<file path="src/sv/charge_temperature_zone_fsm_assert.svh">
// Assertion macros used by the charge temperature zone top level.
`ifndef CHARGE_TEMPERATURE_ZONE_FSM_ASSERT_SVH
`define CHARGE_TEMPERATURE_ZONE_FSM_ASSERT_SVH

// The consequent must hold in the same cycle as the antecedent.
`define CTZ_ASSERT_SAME(label, clk, rst_n, ante, cons) \
	label: assert property (@(posedge clk) disable iff (!rst_n) (ante) |-> (cons)) \
		else $error("ctz assertion failed");

// The consequent must hold in the cycle after the antecedent.
`define CTZ_ASSERT_NEXT(label, clk, rst_n, ante, cons) \
	label: assert property (@(posedge clk) disable iff (!rst_n) (ante) |=> (cons)) \
		else $error("ctz assertion failed");

`endif

</file>
<file path="src/sv/ctz_pkg.sv">
// Types, constants and helper functions of the charge temperature zone block.
package ctz_pkg;

	localparam int TIME_WIDTH = 32;
	localparam int TEMP_W     = 13;
	localparam int HYST_W     = 12;
	localparam int IVAL_W     = 16;
	localparam int CFG_DATA_W = 16;
	localparam int CFG_IDX_W  = 3;
	localparam int CMP_W      = 15;

	typedef logic [TIME_WIDTH-1:0] time_t;
	typedef logic signed [TEMP_W-1:0] temp_t;
	typedef logic signed [CMP_W-1:0] cmp_t;

	typedef enum logic [2:0] {
		Z_UNKNOWN = 3'd0,
		Z_NORMAL  = 3'd1,
		Z_OVER    = 3'd2,
		Z_UNDER   = 3'd3,
		Z_REDUCED = 3'd4
	} zone_t;

	typedef enum logic [1:0] {
		EV_NORMAL  = 2'd0,
		EV_OVER    = 2'd1,
		EV_UNDER   = 2'd2,
		EV_REDUCED = 2'd3
	} event_t;

	typedef enum logic [CFG_IDX_W-1:0] {
		REG_HIGH_LIMIT     = 3'd0,
		REG_REDUCE_LIMIT   = 3'd1,
		REG_LOW_LIMIT      = 3'd2,
		REG_HYST           = 3'd3,
		REG_AWAKE_INTERVAL = 3'd4,
		REG_SLEEP_INTERVAL = 3'd5
	} cfg_idx_t;

	localparam temp_t            RST_HIGH_LIMIT     = 13'sd864;
	localparam temp_t            RST_REDUCE_LIMIT   = 13'sd640;
	localparam temp_t            RST_LOW_LIMIT      = 13'sd0;
	localparam logic [HYST_W-1:0] RST_HYST          = 12'd32;
	localparam logic [IVAL_W-1:0] RST_AWAKE_INTERVAL = 16'd1;
	localparam logic [IVAL_W-1:0] RST_SLEEP_INTERVAL = 16'd60;

	typedef struct packed {
		temp_t               high_limit;
		temp_t               reduce_limit;
		temp_t               low_limit;
		logic [HYST_W-1:0]   hyst;
		logic [IVAL_W-1:0]   awake_interval;
		logic [IVAL_W-1:0]   sleep_interval;
	} cfg_t;

	typedef struct packed {
		temp_t       temp_sample;
		logic [31:0] uptime_sec;
		logic        sleep_off;
		logic        woke;
	} item_t;

	typedef struct packed {
		logic   evaluate;
		logic   emit;
		zone_t  next_zone;
		event_t zone_event;
		time_t  next_last;
	} eval_res_t;

	function automatic event_t ev_of(zone_t z);
		event_t ev;
		unique case (z)
			Z_OVER:    ev = EV_OVER;
			Z_UNDER:   ev = EV_UNDER;
			Z_REDUCED: ev = EV_REDUCED;
			default:   ev = EV_NORMAL;
		endcase
		return ev;
	endfunction

endpackage

</file>
<file path="src/sv/ctz_if.sv">
// Valid/ready channel interfaces for the sample input and the zone event output.
interface ctz_in_if;
	logic               valid;
	logic               ready;
	logic signed [12:0] temp_sample;
	logic [31:0]        uptime_sec;
	logic               sleep_off;
	logic               woke;

	modport source (output valid, output temp_sample, output uptime_sec,
		output sleep_off, output woke, input ready);
	modport sink (input valid, input temp_sample, input uptime_sec,
		input sleep_off, input woke, output ready);
endinterface

interface ctz_out_if;
	logic       valid;
	logic       ready;
	logic [1:0] zone_event;

	modport source (output valid, output zone_event, input ready);
	modport sink (input valid, input zone_event, output ready);
endinterface

</file>
<file path="src/sv/ctz_cfg.sv">
// Configuration register file with its write decoder.
module ctz_cfg (
	input  logic                         clk,
	input  logic                         arst_n,
	input  logic                         cfg_we,
	input  logic [ctz_pkg::CFG_IDX_W-1:0]  cfg_idx,
	input  logic [ctz_pkg::CFG_DATA_W-1:0] cfg_wdata,
	output ctz_pkg::cfg_t                cfg
);
	import ctz_pkg::*;

	cfg_t cfg_q;

	always_ff @(posedge clk or negedge arst_n) begin
		if (!arst_n) begin
			cfg_q.high_limit     <= RST_HIGH_LIMIT;
			cfg_q.reduce_limit   <= RST_REDUCE_LIMIT;
			cfg_q.low_limit      <= RST_LOW_LIMIT;
			cfg_q.hyst           <= RST_HYST;
			cfg_q.awake_interval <= RST_AWAKE_INTERVAL;
			cfg_q.sleep_interval <= RST_SLEEP_INTERVAL;
		end else if (cfg_we) begin
			unique case (cfg_idx_t'(cfg_idx))
				REG_HIGH_LIMIT:     cfg_q.high_limit     <= cfg_wdata[TEMP_W-1:0];
				REG_REDUCE_LIMIT:   cfg_q.reduce_limit   <= cfg_wdata[TEMP_W-1:0];
				REG_LOW_LIMIT:      cfg_q.low_limit      <= cfg_wdata[TEMP_W-1:0];
				REG_HYST:           cfg_q.hyst           <= cfg_wdata[HYST_W-1:0];
				REG_AWAKE_INTERVAL: cfg_q.awake_interval <= cfg_wdata[IVAL_W-1:0];
				REG_SLEEP_INTERVAL: cfg_q.sleep_interval <= cfg_wdata[IVAL_W-1:0];
				default: ;
			endcase
		end
	end

	assign cfg = cfg_q;
endmodule

</file>
<file path="src/sv/ctz_eval.sv">
// Interval check and zone transition logic for one registered sample.
module ctz_eval (
	input  ctz_pkg::item_t     item,
	input  ctz_pkg::cfg_t      cfg,
	input  ctz_pkg::zone_t     zone,
	input  ctz_pkg::time_t     last_time,
	output ctz_pkg::eval_res_t res
);
	import ctz_pkg::*;

	time_t now;
	time_t last_eff;
	time_t interval;
	logic  evaluate;
	cmp_t  t;
	cmp_t  hi;
	cmp_t  rd;
	cmp_t  lo;
	cmp_t  hy;
	logic  is_high;
	logic  below_high_hyst;
	logic  is_red;
	logic  below_red_hyst;
	logic  is_low;
	logic  above_low_hyst;
	zone_t nxt;

	always_comb begin
		now      = time_t'(item.uptime_sec);
		last_eff = item.woke ? '0 : last_time;
		interval = time_t'(item.sleep_off ? cfg.awake_interval : cfg.sleep_interval);
		evaluate = (now - last_eff) >= interval;

		t  = cmp_t'(item.temp_sample);
		hi = cmp_t'(cfg.high_limit);
		rd = cmp_t'(cfg.reduce_limit);
		lo = cmp_t'(cfg.low_limit);
		hy = cmp_t'(cfg.hyst);

		is_high         = t >= hi;
		below_high_hyst = t <= hi - hy;
		is_red          = t >= rd;
		below_red_hyst  = t <= rd - hy;
		is_low          = t <= lo;
		above_low_hyst  = t >= lo + hy;

		nxt = zone;
		unique case (zone)
			Z_NORMAL: begin
				if (is_low) nxt = Z_UNDER;
				else if (is_high) nxt = Z_OVER;
				else if (is_red) nxt = Z_REDUCED;
			end
			Z_UNDER: begin
				if (is_high) nxt = Z_OVER;
				else if (is_red) nxt = Z_REDUCED;
				else if (above_low_hyst) nxt = Z_NORMAL;
			end
			Z_OVER: begin
				if (is_low) nxt = Z_UNDER;
				else if (below_high_hyst && is_red) nxt = Z_REDUCED;
				else if (below_red_hyst) nxt = Z_NORMAL;
			end
			Z_REDUCED: begin
				if (is_high) nxt = Z_OVER;
				else if (is_low) nxt = Z_UNDER;
				else if (below_red_hyst) nxt = Z_NORMAL;
			end
			default: begin
				if (is_low) nxt = Z_UNDER;
				else if (is_high) nxt = Z_OVER;
				else if (is_red) nxt = Z_REDUCED;
				else nxt = Z_NORMAL;
			end
		endcase

		res.evaluate   = evaluate;
		res.emit       = evaluate && (nxt != zone);
		res.next_zone  = evaluate ? nxt : zone;
		res.zone_event = ev_of(nxt);
		res.next_last  = evaluate ? now : last_eff;
	end
endmodule

</file>
<file path="src/sv/charge_temperature_zone_fsm.sv">
// Top level of the charge temperature zone machine.
//
// Channel  Dir  Fields                                        Transfer when
// in_ch    in   temp_sample, uptime_sec, sleep_off, woke      valid && ready
// out_ch   out  zone_event                                    valid && ready
// cfg      in   cfg_idx, cfg_wdata                            cfg_we
//
// A sample is registered on transfer and evaluated in the following cycle. When it
// leaves the input register, the zone and last evaluation time update, and a change of
// zone loads the zone event into the output register at the same edge. One sample is
// taken per cycle unless a stalled output holds a sample that would produce an event.
// Reset clears the zone to unknown, the last evaluation time to zero and loads
// the register defaults. A stalled output blocks the input only when the sample
// waiting in the input register would produce an event.
module charge_temperature_zone_fsm (
	input  logic                           clk,
	input  logic                           arst_n,
	ctz_in_if.sink                         in_ch,
	ctz_out_if.source                      out_ch,
	input  logic                           cfg_we,
	input  logic [ctz_pkg::CFG_IDX_W-1:0]  cfg_idx,
	input  logic [ctz_pkg::CFG_DATA_W-1:0] cfg_wdata
);
	import ctz_pkg::*;
	`include "charge_temperature_zone_fsm_assert.svh"

	cfg_t      cfg;
	item_t     item_s1;
	logic      valid_s1;
	zone_t     zone_q;
	time_t     last_q;
	eval_res_t res;
	logic      adv_s1;
	logic      in_xfer;
	logic      out_valid_q;
	event_t    zone_event_q;

	ctz_cfg u_cfg (
		.clk       (clk),
		.arst_n    (arst_n),
		.cfg_we    (cfg_we),
		.cfg_idx   (cfg_idx),
		.cfg_wdata (cfg_wdata),
		.cfg       (cfg)
	);

	ctz_eval u_eval (
		.item      (item_s1),
		.cfg       (cfg),
		.zone      (zone_q),
		.last_time (last_q),
		.res       (res)
	);

	assign adv_s1      = valid_s1 && (!res.emit || !out_valid_q || out_ch.ready);
	assign in_ch.ready = !valid_s1 || adv_s1;
	assign in_xfer     = in_ch.valid && in_ch.ready;

	always_ff @(posedge clk or negedge arst_n) begin
		if (!arst_n) begin
			valid_s1 <= 1'b0;
		end else if (in_ch.ready) begin
			valid_s1 <= in_ch.valid;
		end
	end

	always_ff @(posedge clk) begin
		if (in_xfer) begin
			item_s1.temp_sample <= in_ch.temp_sample;
			item_s1.uptime_sec  <= in_ch.uptime_sec;
			item_s1.sleep_off   <= in_ch.sleep_off;
			item_s1.woke        <= in_ch.woke;
		end
	end

	always_ff @(posedge clk or negedge arst_n) begin
		if (!arst_n) begin
			zone_q <= Z_UNKNOWN;
			last_q <= '0;
		end else if (adv_s1) begin
			zone_q <= res.next_zone;
			last_q <= res.next_last;
		end
	end

	always_ff @(posedge clk or negedge arst_n) begin
		if (!arst_n) begin
			out_valid_q <= 1'b0;
		end else if (adv_s1 && res.emit) begin
			out_valid_q <= 1'b1;
		end else if (out_ch.ready) begin
			out_valid_q <= 1'b0;
		end
	end

	always_ff @(posedge clk) begin
		if (adv_s1 && res.emit) begin
			zone_event_q <= res.zone_event;
		end
	end

	assign out_ch.valid      = out_valid_q;
	assign out_ch.zone_event = zone_event_q;

	`CTZ_ASSERT_NEXT(a_zone_known, clk, arst_n, zone_q != Z_UNKNOWN, zone_q != Z_UNKNOWN)
	`CTZ_ASSERT_NEXT(a_event_matches_zone, clk, arst_n, adv_s1 && res.emit,
		out_valid_q && (zone_event_q == ev_of(zone_q)))
	`CTZ_ASSERT_NEXT(a_sample_held, clk, arst_n, valid_s1 && !adv_s1, valid_s1)
	`CTZ_ASSERT_NEXT(a_woke_clears, clk, arst_n,
		adv_s1 && item_s1.woke && !res.evaluate, last_q == '0)
endmodule

</file>
<file path="src/flat_wrapper.sv">
// flat-port wrapper written by rule: the top's interface ports become plain ports
module charge_temperature_zone_fsm_flat import ctz_pkg::*;
  (clk, arst_n, cfg_we, cfg_idx, cfg_wdata, in_ch_valid, in_ch_temp_sample, in_ch_uptime_sec, in_ch_sleep_off, in_ch_woke, in_ch_ready, out_ch_valid, out_ch_zone_event, out_ch_ready);
  ctz_in_if in_ch_i ();
  ctz_out_if out_ch_i ();
  input  logic clk;
  input  logic arst_n;
  input  logic cfg_we;
  input  logic [ctz_pkg::CFG_IDX_W-1:0] cfg_idx;
  input  logic [ctz_pkg::CFG_DATA_W-1:0] cfg_wdata;
  input wire logic [$bits(in_ch_i.valid)-1:0] in_ch_valid;
  input wire logic [$bits(in_ch_i.temp_sample)-1:0] in_ch_temp_sample;
  input wire logic [$bits(in_ch_i.uptime_sec)-1:0] in_ch_uptime_sec;
  input wire logic [$bits(in_ch_i.sleep_off)-1:0] in_ch_sleep_off;
  input wire logic [$bits(in_ch_i.woke)-1:0] in_ch_woke;
  output wire logic [$bits(in_ch_i.ready)-1:0] in_ch_ready;
  output wire logic [$bits(out_ch_i.valid)-1:0] out_ch_valid;
  output wire logic [$bits(out_ch_i.zone_event)-1:0] out_ch_zone_event;
  input wire logic [$bits(out_ch_i.ready)-1:0] out_ch_ready;
  assign in_ch_i.valid = in_ch_valid;
  assign in_ch_i.temp_sample = in_ch_temp_sample;
  assign in_ch_i.uptime_sec = in_ch_uptime_sec;
  assign in_ch_i.sleep_off = in_ch_sleep_off;
  assign in_ch_i.woke = in_ch_woke;
  assign in_ch_ready = in_ch_i.ready;
  assign out_ch_valid = out_ch_i.valid;
  assign out_ch_zone_event = out_ch_i.zone_event;
  assign out_ch_i.ready = out_ch_ready;
  charge_temperature_zone_fsm u_core (.clk(clk), .arst_n(arst_n), .in_ch(in_ch_i), .out_ch(out_ch_i), .cfg_we(cfg_we), .cfg_idx(cfg_idx), .cfg_wdata(cfg_wdata));
endmodule
</file>
<file path="config.mk">
export PLATFORM = sky130hd
export DESIGN_NAME = charge_temperature_zone_fsm_flat
export DESIGN_NICKNAME = d
export VERILOG_FILES = /design/src/sv/ctz_pkg.sv /design/src/sv/ctz_if.sv /design/src/sv/ctz_cfg.sv /design/src/sv/ctz_eval.sv /design/src/sv/charge_temperature_zone_fsm.sv /design/src/flat_wrapper.sv
export VERILOG_INCLUDE_DIRS = /design/src /design/src/sv
export SDC_FILE = /design/constraint.sdc
export NUM_CORES = 1
export LEC_CHECK = 0
export ABC_AREA = 1
export BUFFER_PORTS_ARGS = -buffer_cell sky130_fd_sc_hd__buf_2
export CAP_MARGIN = 10
export CORE_AREA = 2 2 162 283
export DETAILED_ROUTE_END_ITERATION = 7
export DIE_AREA = 0 0 164 285
export PLACE_DENSITY_LB_ADDON = 0.12
export SLEW_MARGIN = 25
export SYNTH_ARGS = -nofsm -noshare
export SYNTH_HDL_FRONTEND = slang
export SYNTH_SLANG_ARGS = --single-unit
export TNS_END_PERCENT = 10
</file>
<file path="constraint.sdc">
create_clock -name clk -period 7.2 [get_ports clk]
set_clock_uncertainty 0.2 [all_clocks]
set_input_delay 0.36 -clock clk [delete_from_list [all_inputs] [get_ports clk]]
set_output_delay 0.36 -clock clk [all_outputs]
set_load 0.005 [all_outputs]
</file>
# Word level (Yosys, flattened, before mapping)
# Cells that the tools add are included.
[classes] n_reduce_logical=20 n_eq_ne=13 muxes=21 n_lt_le_gt_ge=7 n_addsub=4
[op_table] op="two-way mux 32 bit" n=2
[op_table] op="two-way mux 3 bit" n=14
[op_table] op=">= comparator 32 x 16 -> 1 bit" n=1
[op_table] op="subtractor 32 bit" n=1
[op_table] op="<= comparator 13 x 14 -> 1 bit" n=2
[op_table] op="subtractor 13 x 13 -> 14 bit" n=2
[op_table] op=">= comparator 13 bit" n=2
[op_table] op="equality test 3 x 2 -> 1 bit, second input constant" n=6
[op_table] op="two-way mux 16 bit" n=1
[op_table] op="adder 13 x 13 -> 14 bit" n=1
[op_table] op=">= comparator 13 x 14 -> 1 bit" n=1
[op_table] op="AND reduction 2 bit" n=7
[op_table] op="<= comparator 13 bit" n=1
[op_table] op="equality test 3 bit, second input constant" n=4
[op_table] op="case mux 3 bit (4 select lines)" n=1
[op_table] op="equality test 3 x 1 -> 1 bit, second input constant" n=2
[op_table] op="case mux 2 bit (3 select lines)" n=1
[op_table] op="logical AND 1 bit" n=5
[op_table] op="zero test 1 bit" n=3
[op_table] op="zero test 3 bit" n=1
[op_table] op="logical OR 1 bit" n=3
[op_table] op="inequality test 3 bit" n=1
[op_table] op="two-way mux 1 bit" n=2
[op_table] op="nonzero test 2 bit" n=1
[totals] input_bits=71 out_inout_bits=4 reg_bits=169

# Depth between registers and ports, before layout
# Gate-level depths: netlist (run 1).
[depth] depth_word=14 ltp_mapped=39 ltp_nobuf=38

# Cells and area by module
# From an unflattened synthesis (run 1), not the netlist that was laid out.
[hier_totals] cells_unflattened=1904 area_unflattened_um2=13834.5
[by_module_without_submodules] module="ctz_eval" n_inst=1 area_per_inst_um2=7551.0 cells_each=1320
[by_module_without_submodules] module="ctz_cfg" n_inst=1 area_per_inst_um2=3321.9 cells_each=372
[by_module_without_submodules] module="charge_temperature_zone_fsm" n_inst=1 area_per_inst_um2=2961.6 cells_each=212

# Least setup slack after synthesis (run 1)
# No wires, ideal clock.
[synth_path] kind="register -> register" from="register u_core.u_cfg.cfg_q (netlist bit u_core.u_cfg.cfg[32])" to="register u_core.item_s1[0] (netlist name) (enable)" required_ns=6.599 n_path_buf=0 setup_slack_ns=1.447 stages_incl_launch_ff=33 t_arrival_ns=5.151 cell_sequence="dfrtp_1 -> ha_1 -> fa_1 -> or2_2 -> o21ai_0 -> nand4_1 -> o211ai_1 -> a21oi_1 -> o21bai_1 -> a21oi_1 -> o21ai_0 -> xor2_1 -> ha_1 -> nand2_1 -> nor2_1 -> inv_1 -> nor2_1 -> nand2_1 -> nand3_1 -> inv_1 -> nor2_1 -> nand2_1 -> nand2_1 -> nand2_1 -> nand2_1 -> nand3_1 -> inv_1 -> nand2_1 -> nand2_1 -> nand3_2 -> nand4_1 -> nand2_1 -> inv_1"
[synth_between] elab_chain_cells=14 word_cells_on_any_way=24
[synth_rtl] item="from (decl)" line_no="ctz_cfg.sv:12" source="cfg_t cfg_q;"
[synth_rtl] item="subtractor 13 x 13 -> 14 bit, or another cell as far along" line_no="ctz_eval.sv:43" source="below_red_hyst = t <= rd - hy;"
[synth_rtl] item="<= comparator 13 x 14 -> 1 bit, or another cell as far along" line_no="ctz_eval.sv:43"
[synth_rtl] item="two-way mux 3 bit, or another cell as far along" line_no="ctz_eval.sv:62, ctz_eval.sv:67"
[synth_rtl] item="two-way mux 3 bit (on tied branches)" line_no="ctz_eval.sv:66, ctz_eval.sv:56, ctz_eval.sv:61"
[synth_rtl] item="two-way mux 3 bit (on tied branches)" line_no="ctz_eval.sv:65, ctz_eval.sv:55, ctz_eval.sv:60"
[synth_rtl] item="case mux 3 bit (4 select lines) *" line_no="ctz_eval.sv:48" source="unique case (zone)"
[synth_rtl] item="inequality test 3 bit *" line_no="ctz_eval.sv:78" source="res.emit = evaluate && (nxt != zone);"
[synth_rtl] item="logical AND 1 bit *" line_no="ctz_eval.sv:78"
[synth_rtl] item="zero test 1 bit *" line_no="charge_temperature_zone_fsm.sv:55" source="assign adv_s1 = valid_s1 && (!res.emit || !out_valid_q || out_ch.ready);"
[synth_rtl] item="logical OR 1 bit * (2 in series)" line_no="charge_temperature_zone_fsm.sv:55"
[synth_rtl] item="logical AND 1 bit *" line_no="charge_temperature_zone_fsm.sv:55"
[synth_rtl] item="logical OR 1 bit *" line_no="charge_temperature_zone_fsm.sv:56" source="assign in_ch.ready = !valid_s1 || adv_s1;"
[synth_rtl] item="named net in_ch_ready" line_no="flat_wrapper.sv:16" source="output wire logic [$bits(in_ch_i.ready)-1:0] in_ch_ready;"
[synth_rtl] item="logical AND 1 bit *" line_no="charge_temperature_zone_fsm.sv:57" source="assign in_xfer = in_ch.valid && in_ch.ready;"
[synth_rtl] item="named net u_core.in_xfer" line_no="charge_temperature_zone_fsm.sv:34" source="logic in_xfer;"
[synth_rtl] item="to (decl)" line_no="charge_temperature_zone_fsm.sv:28" source="item_t item_s1;"
# Mark *: on every way through the listed nets, which the timed path passes. The rest lies on a longest branch.
# A chain may end at the register's enable or synchronous reset.

# Final worst setup path (run 1)
[layout_path] from="register u_core.u_cfg.cfg_q (netlist bit u_core.u_cfg.cfg[32])" to="register u_core.item_s1[1] (netlist name) (enable)"
[layout_between] elab_chain_cells=14 word_cells_on_any_way=24
[layout_rtl] item="subtractor 13 x 13 -> 14 bit, or another cell as far along" line_no="ctz_eval.sv:43"
[layout_rtl] item="<= comparator 13 x 14 -> 1 bit, or another cell as far along" line_no="ctz_eval.sv:43"
[layout_rtl] item="two-way mux 3 bit, or another cell as far along" line_no="ctz_eval.sv:62, ctz_eval.sv:67"
[layout_rtl] item="two-way mux 3 bit (on tied branches)" line_no="ctz_eval.sv:66, ctz_eval.sv:56, ctz_eval.sv:61"
[layout_rtl] item="two-way mux 3 bit (on tied branches)" line_no="ctz_eval.sv:65, ctz_eval.sv:55, ctz_eval.sv:60"
[layout_rtl] item="case mux 3 bit (4 select lines) *" line_no="ctz_eval.sv:48"
[layout_rtl] item="inequality test 3 bit *" line_no="ctz_eval.sv:78"
[layout_rtl] item="logical AND 1 bit *" line_no="ctz_eval.sv:78"
[layout_rtl] item="zero test 1 bit *" line_no="charge_temperature_zone_fsm.sv:55"
[layout_rtl] item="logical OR 1 bit * (2 in series)" line_no="charge_temperature_zone_fsm.sv:55"
[layout_rtl] item="logical AND 1 bit *" line_no="charge_temperature_zone_fsm.sv:55"
[layout_rtl] item="logical OR 1 bit *" line_no="charge_temperature_zone_fsm.sv:56"
[layout_rtl] item="logical AND 1 bit *" line_no="charge_temperature_zone_fsm.sv:57"
[layout_rtl] item="named net u_core.in_xfer" line_no="charge_temperature_zone_fsm.sv:34"
# Marks and branches as above.

==> impl.org, run 1 <==
** Pwr
- The analysis attributes to net switching a power of 2650 uW.
- VDD sags by at most 0.210 mV.
- Summed over all cells, the static leakage comes to 0.00794 uW.
- Cell area power density :: 357 nW/um^2
- Sequential cells account for 26.1% of the total power.
- Sum of internal, switching and leakage power :: ~5500 uW
- Net switching is between 40% and 50% of the power.
- Int Pwr :: 2840 uW
- Share of power burned in combinational logic :: a little under three fifths
- Portion of total power attributed to the clock network :: 17.2%

** CTS
- TritonCTS built the clock tree.
- CTS placed an instance of clkbuf_16 at the clock tree root.
- The tree built by TritonCTS fans out to about 170 sinks.
- Worst-case clock buffer depth :: 2
- Number of buffers added by the clock tree synthesis step :: 17
- Clock-pin slew was measured on the worst setup and hold paths at 0.08 ns.
- The number of gates resized after CTS was 0.
- Latest clock arrival within the worst-skew pair :: 0.46 ns
- The H-tree was split into 4 levels.

** Setup path
- Crit path max-delay family :: simple AND/OR/NAND/NOR gates
- Crit start category :: register
- STA puts the critical path data required time at just over 7 ns.
- Of all nets on the critical path, the largest fanout is 34.
- Counting stages on the worst path, the most repeated cell is nand2_1.
- For the worst setup path, the data arrival time is 6.09 ns.
- The slowest stage of the critical path is the dfrtp_1 cell.
- The worst setup path is of the reg2reg kind.
- WP buf/inv :: 5
- In this design, the stage delay of the slowest critical-path cell is 0.43 ns.
- STA classifies the critical path endpoint as a register.

** Routing
- The first TritonRoute pass finished after 5 iterations.
- After detailed routing, the number of vias per cell comes to about 4.8.
- Routed wire per std cell :: 17.2 um
- DRC violation count after routing :: 0
- Detailed routing inserted a total of 11900 vias.
- The count of nets left with antenna violations once routing finished came out at 0.
- Wire length after detailed routing :: 43000 um
- The detailed router finished its first iteration with 455 violations.

** Die
- Once the floorplan was initialized, standard cells occupied 29.6% of the core.
- The die is 285 um tall.
- The floorplan has 103 rows.
- Overall die area :: 46700 um^2
- The die is 164 um wide.
- For this design the top-level I/O count stands at 75.
- The core region is 44700 um^2.

** STA
- Setup-violating endpoint count in the final report :: 0
- Transition at the pin with the smallest max-transition slack :: 0.949 ns
- Of the available clock period, the critical path in the final layout requires 85.4%.
- Summed over all failing endpoints, the final setup total negative slack is 0 ns.
- The number of pins exceeding their max-slew limit in the final report came to 0.
- The worst pin sits at a relative slew slack of 36.6%.
- Count of final hold-check violations :: 0
- Based on the critical path, the design can be clocked at up to 163 MHz.
- Setup repair after global routing left no endpoint under its margin.
- Clock period minus worst slack :: 6.15 ns

** Place
- Detailed placer's ending HPWL :: 34500 um
- The congestion estimate from routability-driven global placement came to 0.888.
- In this run the tool buffered the top-level ports with 74 buffer cells.

** Global route
- Wire length of the first global-routing pass :: between 60000 and 70000 um
- Entering global routing, the biggest net connects 62 pins.
- Antenna violations before repair :: 0
- Vias in the first global route :: about 12000
- After global routing the overflow that remains totals 0.
- Global routing used 18.9% of the available tracks across all layers.

** Layout
- Ratio of cells with drive above 1 in the final layout :: 7.89%
- Area of the multi-input gates :: between 7000 and 8000 um^2
- Fillers :: 4746
- Area Overhead vs Synth :: 16.0%
- Sequential cell area :: about 4500 um^2
- Nets@finish :: 2140
- 0 antenna diodes ended up in the layout.

** Yosys
- For this run, asynchronously set or reset flops after synthesis account for 71.0%.
- For this run, the number of Yosys warnings is 0.
- After synthesis the netlist holds a flip-flop and latch count of 169.
- Synthesized instance count :: around 1800
- Area fraction of the dominant cell type after synthesis :: 20.4%
- Post-synthesis sequential area ratio :: 33.9%
- The synthesized netlist occupies a cell area of 13200 um^2.
- In this run, synthesis inferred slightly below 50 flip-flops with an integrated enable.
- Most used standard cells in the synthesized netlist :: 535 x nand2_1, 252 x inv_1, 164 x ha_1
- In this run the mean area of a mapped cell was roughly 7.4 um^2.
- Among all flip-flop cells after synthesis, the most frequent one is dfrtp_1.
- Yosys instantiated no cell more often than nand2_1.
- Counting every net in the synthesized netlist gives 2024.
- The biggest area contributor in the post-synthesis netlist is dfrtp_1.
- Number of unique standard cell types used by synthesis :: 41
- Main area contributors after synthesis :: dfrtp_1 20%, ha_1 15%, nand2_1 15%

** Outcome
- Status :: finished clean

** Worst hold path
- The worst hold path belongs to the class in2reg.

** Run
- # Max-Cap Violations :: 0
==> power groups by stage <==
stage | clock [uW] | sequential (uW) | combinational [uW]
after global routing | 1010 | 1470 | 3580
after detailed placement | 0 | 1450 | 3140
after floorplan | 0 | 1390 | 2250
after CTS | 983 | 1440 | 3180
after global placement | 0 | 1450 | 3110
final | 943 | 1430 | 3110
==> flip-flops by register name, summed over array words and instances, names as in the netlist <==
name,flops
u_core.item_s1,47
u_core.last_q,32
u_core.out_ch.valid,1
u_core.out_ch.zone_event,2
u_core.u_cfg.cfg,83
u_core.valid_s1,1
u_core.zone_q,3
==> metrics by stage <==
step / setup WS [ns] / cells / util [%] / area [um^2] / hold WS, ns
floorplan: 1.45 / 1785 / - / 13200 / -0.136
global placement: 1.08 / 2407 / 31.9 / 14200 / 0.0795
detailed placement: 1.02 / 2407 / 31.9 / 14200 / 0.0772
CTS: 0.997 / 2491 / 34.3 / 15300 / 0.0135
global route: 0.477 / 2491 / 34.3 / 15400 / 0.0486
finish: 1.05 / 2491 / 34.3 / 15400 / 0.0389
==> final timing paths <==
check / startpoint / endpoint / slack (ns) / cells after the start
max: u_core.u_cfg.cfg[32] / u_core.item_s1[1] / 1.05 / 33
min: out_ch_ready / u_core.out_ch.valid / 0.04 / 4
max reg2reg: u_core.u_cfg.cfg[32] / u_core.item_s1[1] / 1.05 / 33
min reg2reg: u_core.last_q[14] / u_core.last_q[14] / 0.27 / 2
max in group asynchronous: arst_n / u_core.u_cfg.cfg[33] / 5.46 / 3
min in group asynchronous: arst_n / u_core.last_q[29] / 0.13 / 2
==> cell families after synthesis <==
kind of cell               share of synthesized area (%)
xor gates and xnor gates                            3.18
adders and majority gates                           16.1
buffers and inverters                               8.73
AOI/OAI and AO/OA                                   10.7
DFF                                                 33.9
and+or+nand+nor                                     26.2
muxes                                               1.22
==> timing repair <==
item,4_1_cts,5_1_grt
hold buffers,52,0
setup buffers,0,0
endpoints found under the setup margin,0,0
endpoints found under the hold margin,73,0
==> cell type report <==
cell class              instances  area share, %
clock buffers                  18           2.86
clock inverters                14          0.888
inverters                     256           6.26
multi-input cells            1319           49.6
flip-flops and latches        169           29.2
well taps                     577           4.70
repair buffers                138           6.49
==> per-layer routing <==
layer / track usage, % / vias to the layer above / part of all wire [%]
li1: - / 6104 / -
met1: 17.6 / 5619 / 35
met2: 39.6 / 160 / 59
met3: 1.99 / 55 / 1.6
met4: 8.09 / 0 / 4.0
met5: 0 / - / 0
==> worst register-to-register path: cells and delay by family (launching register included) <==
family / cells / cell delay, ns
buffers and inverters: 5 / 0.82
XOR/XNOR: 1 / 0.10
AND/OR/NAND/NOR: 18 / 2.01
adder cells (fa/ha/maj): 3 / 0.90
flip-flops: 1 / 0.43
AO/OA/AOI/OAI: 6 / 1.32
==> cell usage in the layout (no fill, tap or decap), types with 49 or more instances in the layout <==
cell type / n
a21oi_1: 110
buf_2: 73
dfrtp_1: 108
dlygate4sd3_1: 52
edfxtp_1: 49
ha_1: 164
inv_1: 251
nand2_1: 533
nand3_1: 105
nand4_1: 55
nor2_1: 91
o21ai_0: 115
No activity file was read; power rests on OpenSTA's default activity.
==> run 2, diff against run 1 <==
==> constraint.sdc (replaced) <==
create_clock -name clk -period 7.8 [get_ports clk]
set_clock_uncertainty 0.2 [all_clocks]
set_input_delay 0.39 -clock clk [delete_from_list [all_inputs] [get_ports clk]]
set_output_delay 0.39 -clock clk [all_outputs]
set_load 0.005 [all_outputs]
==> run 2 against run 1 <==
Compared with the run above: setup slack better by 0.23 ns; register-to-register slack improved by 0.32 ns; flip-flop and latch count unchanged; count of clock-buffer cells in the layout grew 1; sequential power is 7% lower; sequential share of layout area grew 0.084 points; hold slack improved by 0.0098 ns; die area unchanged; power is 8.1% lower; critical path depth down 2; largest cell class unchanged.
==> impl.org, run 2 (synthesis results as in run 1) <==
** Setup path
- Crit start category :: register (unchanged)
- The cell with the largest stage delay on the worst path is dfrtp_1 (unchanged).
- WP buf/inv :: 4 (was 5)
- Crit-path most repeated cell :: nand2_1 (unchanged)
- Setup crit end kind :: primary output (was register)
- Crit path max-delay family :: simple AND/OR/NAND/NOR gates (unchanged)
- The largest fanout on the critical path came to 4 (was 34).
- Required @ worst endpoint :: 7.21 ns (was 7.14 ns)
- Slowest Stage Delay on Critical Path :: 0.43 ns (about the same)
- Arrival time of the worst setup path :: 5.93 ns (was 6.09 ns)
- The kind of critical path is reg2out (was reg2reg).

** STA
- After layout, the worst path uses 83.6% of the clock period.
- Static timing analysis puts the maximum clock frequency at 153 MHz.
- Transition at the pin with the smallest max-transition slack :: 1.00 ns (was 0.949 ns)
- The smallest setup slack after layout was 1.28 ns (was 1.05 ns).
- The number of endpoints with negative hold slack in the final report came to 0 (unchanged).
- The post-route setup TNS came to 0 ns (unchanged).
- The number of pins exceeding their max-slew limit in the final report was 0 (unchanged).
- Headroom to the max-slew limit :: 33.0% (was 36.6%)
- Setup-violating endpoint count in the final report :: 0 (unchanged)
- Unrepaired setup endpoints after global routing :: no (unchanged)
- Clock period minus worst slack :: 6.52 ns

** Layout
- Core Util, Final :: 34.2% (was 34.3%)
- Final cell count without fillers :: 2489 (was 2491)
- The fill cell instance count of the final layout was 4784 (was 4746).
- Antenna cell count :: 0 (unchanged)
- The proportion of layout cells with a drive suffix above 1 was 7.69% (was 7.89%).
- Nets@finish :: 2138 (was 2140)
- The flip-flop count of the largest register, all copies and words added is 83 (unchanged).
- Leading cell type in the layout, fill and taps excluded :: nand2_1 (unchanged)
- Top library cells by usage in the layout, fill and taps aside :: 533 x nand2_1, 251 x inv_1, 164 x ha_1 (unchanged)
- Area of the multi-input gates :: 7610 um^2 (unchanged)
- Area Overhead vs Synth :: 15.6% (was 16.0%)
- Sequential cell area :: 4490 um^2 (unchanged)

** Pwr
- Static leakage :: 0.00792 uW (was 0.00794 uW)
- The maximum ir drop on the vdd rail is 0.182 mV (was 0.210 mV).
- Sum of internal, switching and leakage power :: 5040 uW (was 5490 uW)
- The total power divided by cell area was 329 nW/um^2 (was 357 nW/um^2).

** CTS
- Number of buffers added by the clock tree synthesis step :: 17 (unchanged)
- Clk Tree Root Cell :: clkbuf_16 (unchanged)
- The clock latency on the worst-skew pair is 0.46 ns (about the same).
- # resized after CTS :: 0 (unchanged)
- The clock tree from TritonCTS is built (unchanged).
- The post-CTS setup-driven buffer insertion count came to 0 (unchanged).
- The deepest level of the CTS H-tree is 4 (unchanged).
- The TritonCTS sink count was 169 (unchanged).
- The maximum root-to-sink buffer count is 2 (unchanged).
- Clock transition at path regs :: 0.07 ns (was 0.08 ns)

** Global route
- Maximum number of pins on one net before global-route repair :: 52 (was 62)
- Overall global routing resource usage :: 19.1% (was 18.9%)
- The global-route wire length before repair was 67200 um (was 66100 um).
- The total congestion overflow after global routing is 0 (unchanged).
- Antenna violations before repair :: 0 (unchanged)
- Vias in the first global route :: 12300 (was 12100)

** Place
- Count of placed standard cells including taps :: 2406 (was 2407)
- The half-perimeter wire length after detailed placement was 34300 um (was 34500 um).
- Number of input and output port buffers inserted :: 74 (unchanged)
- Routability cong. :: 0.895 (was 0.888)
- Worst slack, placed :: 1.28 ns (was 1.02 ns)

** Routing
- Violation count after the first detailed-routing iteration :: 458 (was 455)
- The DRC violation count after routing was 0 (unchanged).
- The total number of vias came to 11800 (was 11900).
- The per-cell routed wire length was 17.2 um (about the same).
- Vias per cell :: 4.75 (was 4.79)
- Remaining antenna violation count :: 0 (unchanged)
- Number of optimization iterations in the first detailed-route pass :: 5 (unchanged)
- Wire length after detailed routing :: 42800 um (was 43000 um)

** Die
- The count of pins on the block boundary is 75 (unchanged).
- The horizontal die dimension is 164 um (unchanged).
- Y dimension of the die :: 285 um (unchanged)
- Std-Cell Rows :: 103 (unchanged)
- Placeable core area :: 44700 um^2 (unchanged)
- The area enclosed by the die boundary is 46700 um^2 (unchanged).
- The starting density of the core is 29.6% (unchanged).

** Outcome
- Status :: finished clean (unchanged)

** Worst hold path
- Type of the tightest min-delay check :: in2reg (unchanged)

** Run
- The number of maximum-capacitance violations came to 0 (unchanged).
==> run 2: changes by cell type in the layout (fill, tap and decap cells not counted), sizes merged <==
cell / before / now
clkbuf: 18 / 19
dlygate4sd3: 52 / 51
clkinv: 4 / 7
inv: 263 / 259
buf: 86 / 85
==> run 2: final timing paths <==
path	end	start	slack, ns	depth (start not counted)
setup / recovery	in_ch_ready	u_core.u_cfg.cfg[32]	1.28	31
hold / removal	u_core.u_cfg.cfg[14]	cfg_wdata[14]	0.05	3
setup reg to reg	u_core.item_s1[1]	u_core.u_cfg.cfg[32]	1.37	33
hold reg to reg	u_core.last_q[21]	u_core.last_q[21]	0.27	2
max in group asynchronous	u_core.u_cfg.cfg[36]	arst_n	6.16	3
min in group asynchronous	u_core.last_q[28]	arst_n	0.17	2
==> run 2: where the power goes <==
part	switching [uW]	internal, uW
registers	174	1160
clock network	404	450
logic	1850	1010
total	2430	2610
==> run 2: repair_timing <==
action,4_1_cts,5_1_grt
endpoints found under the setup margin,0,0
hold buffers,51,0
hold endpoints to repair,72,0
==> run 2: worst register-to-register path: cells and delay by family, from the launching register on <==
family / cells / cell delay [ns]
AOI/OAI and AO/OA: 6 / 1.34
xor gates and xnor gates: 1 / 0.10
adders and majority gates: 3 / 0.91
buffers and inverters: 5 / 0.65
DFF: 1 / 0.43
and+or+nand+nor: 18 / 2.41
==> run 2: stage by stage <==
step           hold slack, ns  area, um^2
3_3_place_gp            0.121       14200
4_1_cts                0.0394       15300
6_report               0.0488       15300
5_1_grt                0.0851       15300
3_5_place_dp            0.120       14200
2_1_floorplan          -0.106       13200
==> run 2: final cells by class <==
type / instances / area share, %
Clock buffer: 19 / 2.89
Clock inverter: 13 / 0.777
Inverter: 256 / 6.28
Multi-Input combinational cell: 1319 / 49.7
Sequential cell: 169 / 29.3
Tap cell: 577 / 4.72
Timing Repair Buffer: 136 / 6.31
==> run 2: per-layer routing <==
layer  share of wire (%)  global-route usage, %  up-vias
met3                 1.5                   1.77       74
met2                  59                   39.5      167
met5                   0                      0        -
li1                    -                      -     6087
met1                  35                   18.0     5495
met4                 4.7                   9.21        0
==> run 3, diff against run 2 <==
==> constraint.sdc (replaced) <==
create_clock -name clk -period 6.76 [get_ports clk]
set_clock_uncertainty 0.2 [all_clocks]
set_input_delay 0.338 -clock clk [delete_from_list [all_inputs] [get_ports clk]]
set_output_delay 0.338 -clock clk [all_outputs]
set_load 0.005 [all_outputs]
==> run 3 against run 2 <==
Compared with the run above: sequential share of layout area is essentially flat; count of clock-buffer cells in the layout is the same; combinational power grew 16%; core utilization is essentially flat; sequential power grew 16%; clock power grew 14%; power grew 16%; critical endpoint is now u_core.item_s1[13]; largest power group unchanged; highest routed layer unchanged.
==> impl.org, run 3 (synthesis results as in run 1) <==
** Global route
- Overall global routing resource usage :: 19.0% (was 19.1%)
- Grt ovf :: 0 (unchanged)
- Wire length of the first global-routing pass :: 67100 um (was 67200 um)
- Global routing usage on met1 :: 17.9% (was 18.0%)
- The number of global-route vias before repair was 12300 (about the same).
- The pin count of the biggest net entering global routing is 49 (was 52).
- The fraction of met2 tracks used by global routing was 39.2% (was 39.5%).
- Most crowded layer after global routing :: met2 (unchanged)
- Antenna violations before repair :: 0 (unchanged)
- The met3 global-route usage came to 1.96% (was 1.77%).

** Place
- Detailed placer's ending HPWL :: 34200 um (was 34300 um)
- Count of placed standard cells including taps :: 2407 (was 2406)
- The placer's final routability congestion estimate came to 0.887 (was 0.895).
- Number of input and output port buffers inserted :: 74 (unchanged)

** Setup path
- Crit path kind :: reg2reg (was reg2out)
- The kind of start point of the critical path is a register (unchanged).
- The largest fanout on the critical path is 34 (was 4).
- Setup crit end kind :: register (was primary output)
- The cell with the largest stage delay on the worst path is o21ai_0 (was dfrtp_1).
- Origin of the critical flop-to-flop path :: u_core.u_cfg.cfg[32] (unchanged)
- The data arrival time at the worst-slack endpoint was 5.98 ns (was 5.93 ns).
- Crit-path most repeated cell :: nand2_1 (unchanged)
- The required time of the worst setup path was 6.65 ns (was 7.21 ns).
- The launching element of the worst setup path was u_core.u_cfg.cfg[32] (unchanged).
- The delay of the slowest critical-path stage is 0.43 ns (about the same).

** Die
- The area enclosed by the die boundary came to 46700 um^2 (unchanged).
- Die X-Extent :: 164 um (unchanged)
- Std-Cell Rows :: 103 (unchanged)
- Initial standard-cell utilization of the core :: 29.6% (unchanged)
- Y dimension of the die :: 285 um (unchanged)
- Placeable core area :: 44700 um^2 (unchanged)
- I/O pin count :: 75 (unchanged)

** CTS
- The clock buffer count from CTS was 17 (unchanged).
- The cell chosen for the clock root was clkbuf_16 (unchanged).
- Clock net sink count :: 169 (unchanged)
- Post-CTS Repair Setup Buffers :: 0 (unchanged)
- The deepest level of the CTS H-tree is 4 (unchanged).
- # resized after CTS :: 0 (unchanged)
- Clock transition at path regs :: 0.07 ns (about the same)
- The maximum root-to-sink buffer count was 2 (unchanged).
- CTS tree :: built (unchanged)
- The clock latency on the worst-skew pair came to 0.45 ns (was 0.46 ns).

** Pwr
- Peak supply drop :: 0.213 mV (was 0.182 mV)
- The leakage power is 0.00792 uW (about the same).
- The total power divided by cell area was 380 nW/um^2 (was 329 nW/um^2).

** Routing
- DRC violation count after routing :: 0 (unchanged)
- Routed wire per std cell :: 17.1 um (was 17.2 um)
- Wire length after detailed routing :: 42700 um (was 42800 um)
- Remaining antenna violation count :: 0 (unchanged)
- Vias per cell :: 4.74 (was 4.75)
- Number of optimization iterations in the first detailed-route pass :: 5 (unchanged)
- Violation count after the first detailed-routing iteration :: 541 (was 458)
- The total number of vias came to 11800 (about the same).

** Layout
- Ratio of cells with drive above 1 in the final layout :: 7.62% (was 7.69%)
- Leading cell type in the layout, fill and taps excluded :: nand2_1 (unchanged)
- Antenna cell count :: 0 (unchanged)
- Top library cells by usage in the layout, fill and taps aside: 534 x nand2_1, 251 x inv_1, 164 x ha_1 (was 533 x nand2_1, 251 x inv_1, 164 x ha_1).
- Flip-flop count of the largest register after layout :: 83 (unchanged)
- The final-stage net count came to 2141 (was 2138).
- The signed area change from the synthesized netlist to the final layout was 15.8% (was 15.6%).
- Final cell count without fillers :: 2492 (was 2489)

** STA
- Clock period minus worst slack :: 6.09 ns
- Count of final hold-check violations :: 0 (unchanged)
- The remaining max-slew budget at the tightest pin is 33.7% (was 33.0%).
- Derived from the worst setup path, the maximum achievable clock frequency is 164 MHz.
- Unrepaired setup endpoints after global routing: no (unchanged).
- The post-route setup TNS came to 0 ns (unchanged).
- Period utilization :: 90.2%
- The number of pins exceeding their max-slew limit in the final report is 0 (unchanged).
- The worst hold margin was 0.0640 ns (was 0.0488 ns).
- The final count of negative-setup-slack endpoints came to 0 (unchanged).
- The transition time at the pin with the least slew margin came to 0.992 ns (was 1.00 ns).

** Run
- The number of maximum-capacitance violations is 0 (unchanged).

** Outcome
- Status :: finished clean (unchanged)

** Worst hold path
- The classification of the worst-slack hold path is in2reg (unchanged).
- The start point of the worst min-delay path is cfg_wdata[2] (was cfg_wdata[14]).
[run 3: changes by cell type in the layout (fill, tap and decap cells not counted), sizes merged]
cell	before	now
buf	85	86
clkinv	7	6
dlygate4sd3	51	53
clkinvlp	2	3
[run 3: worst paths after layout]
check | end | slack (ns) | depth (start not counted)
setup / recovery | u_core.item_s1[13] | 0.67 | 33
hold / removal | u_core.u_cfg.cfg[72] | 0.06 | 3
setup reg to reg | u_core.item_s1[13] | 0.67 | 33
hold reg to reg | u_core.last_q[12] | 0.27 | 2
max in group asynchronous | u_core.u_cfg.cfg[45] | 5.00 | 3
min in group asynchronous | u_core.last_q[30] | 0.27 | 2
[run 3: timing repair]
item,in CTS,in global routing
endpoints found under the setup margin,0,0
hold buffers,53,0
endpoints found under the hold margin,95,0
[run 3: layout make-up]
class,instances,area (um^2)
flip-flops and latches,169,4490
well taps,577,722
clock buffers,19,443
clock inverters,13,118
fillers,4719,29400
multi-input cells,1319,7600
repair buffers,139,993
inverters,256,961
[run 3: worst max-delay path, delay by kind of cell, from the launching register on]
family	cells	cell delay, ns
buf+inv	5	0.68
simple gates	18	2.04
fa+ha+maj	3	0.89
compound gates	6	1.31
xor+xnor	1	0.10
flops	1	0.42
[run 3: layer usage]
metal,part of all wire [%],up-vias
li1,-,6083
met1,35,5471
met2,59,182
met3,1.6,71
met4,4.5,0
met5,0,-
[run 3: power by group]
| part | switching (uW) | internal [uW] |
|---|---|---|
| combinational | 2150 | 1170 |
| sequential | 200 | 1340 |
| clock | 456 | 519 |
[run 3: stage by stage]
step / util, % / power [uW] / setup WS [ns] / instance area [um^2]
after detailed placement: 31.8 / 4900 / 0.730 / 14200
after global placement: 31.8 / 4850 / 0.808 / 14200
after floorplan: - / 3880 / 1.01 / 13200
final: 34.3 / 5820 / 0.666 / 15300
after global routing: 34.3 / 6450 / 0.0811 / 15300
after CTS: 34.3 / 5930 / 0.703 / 15300
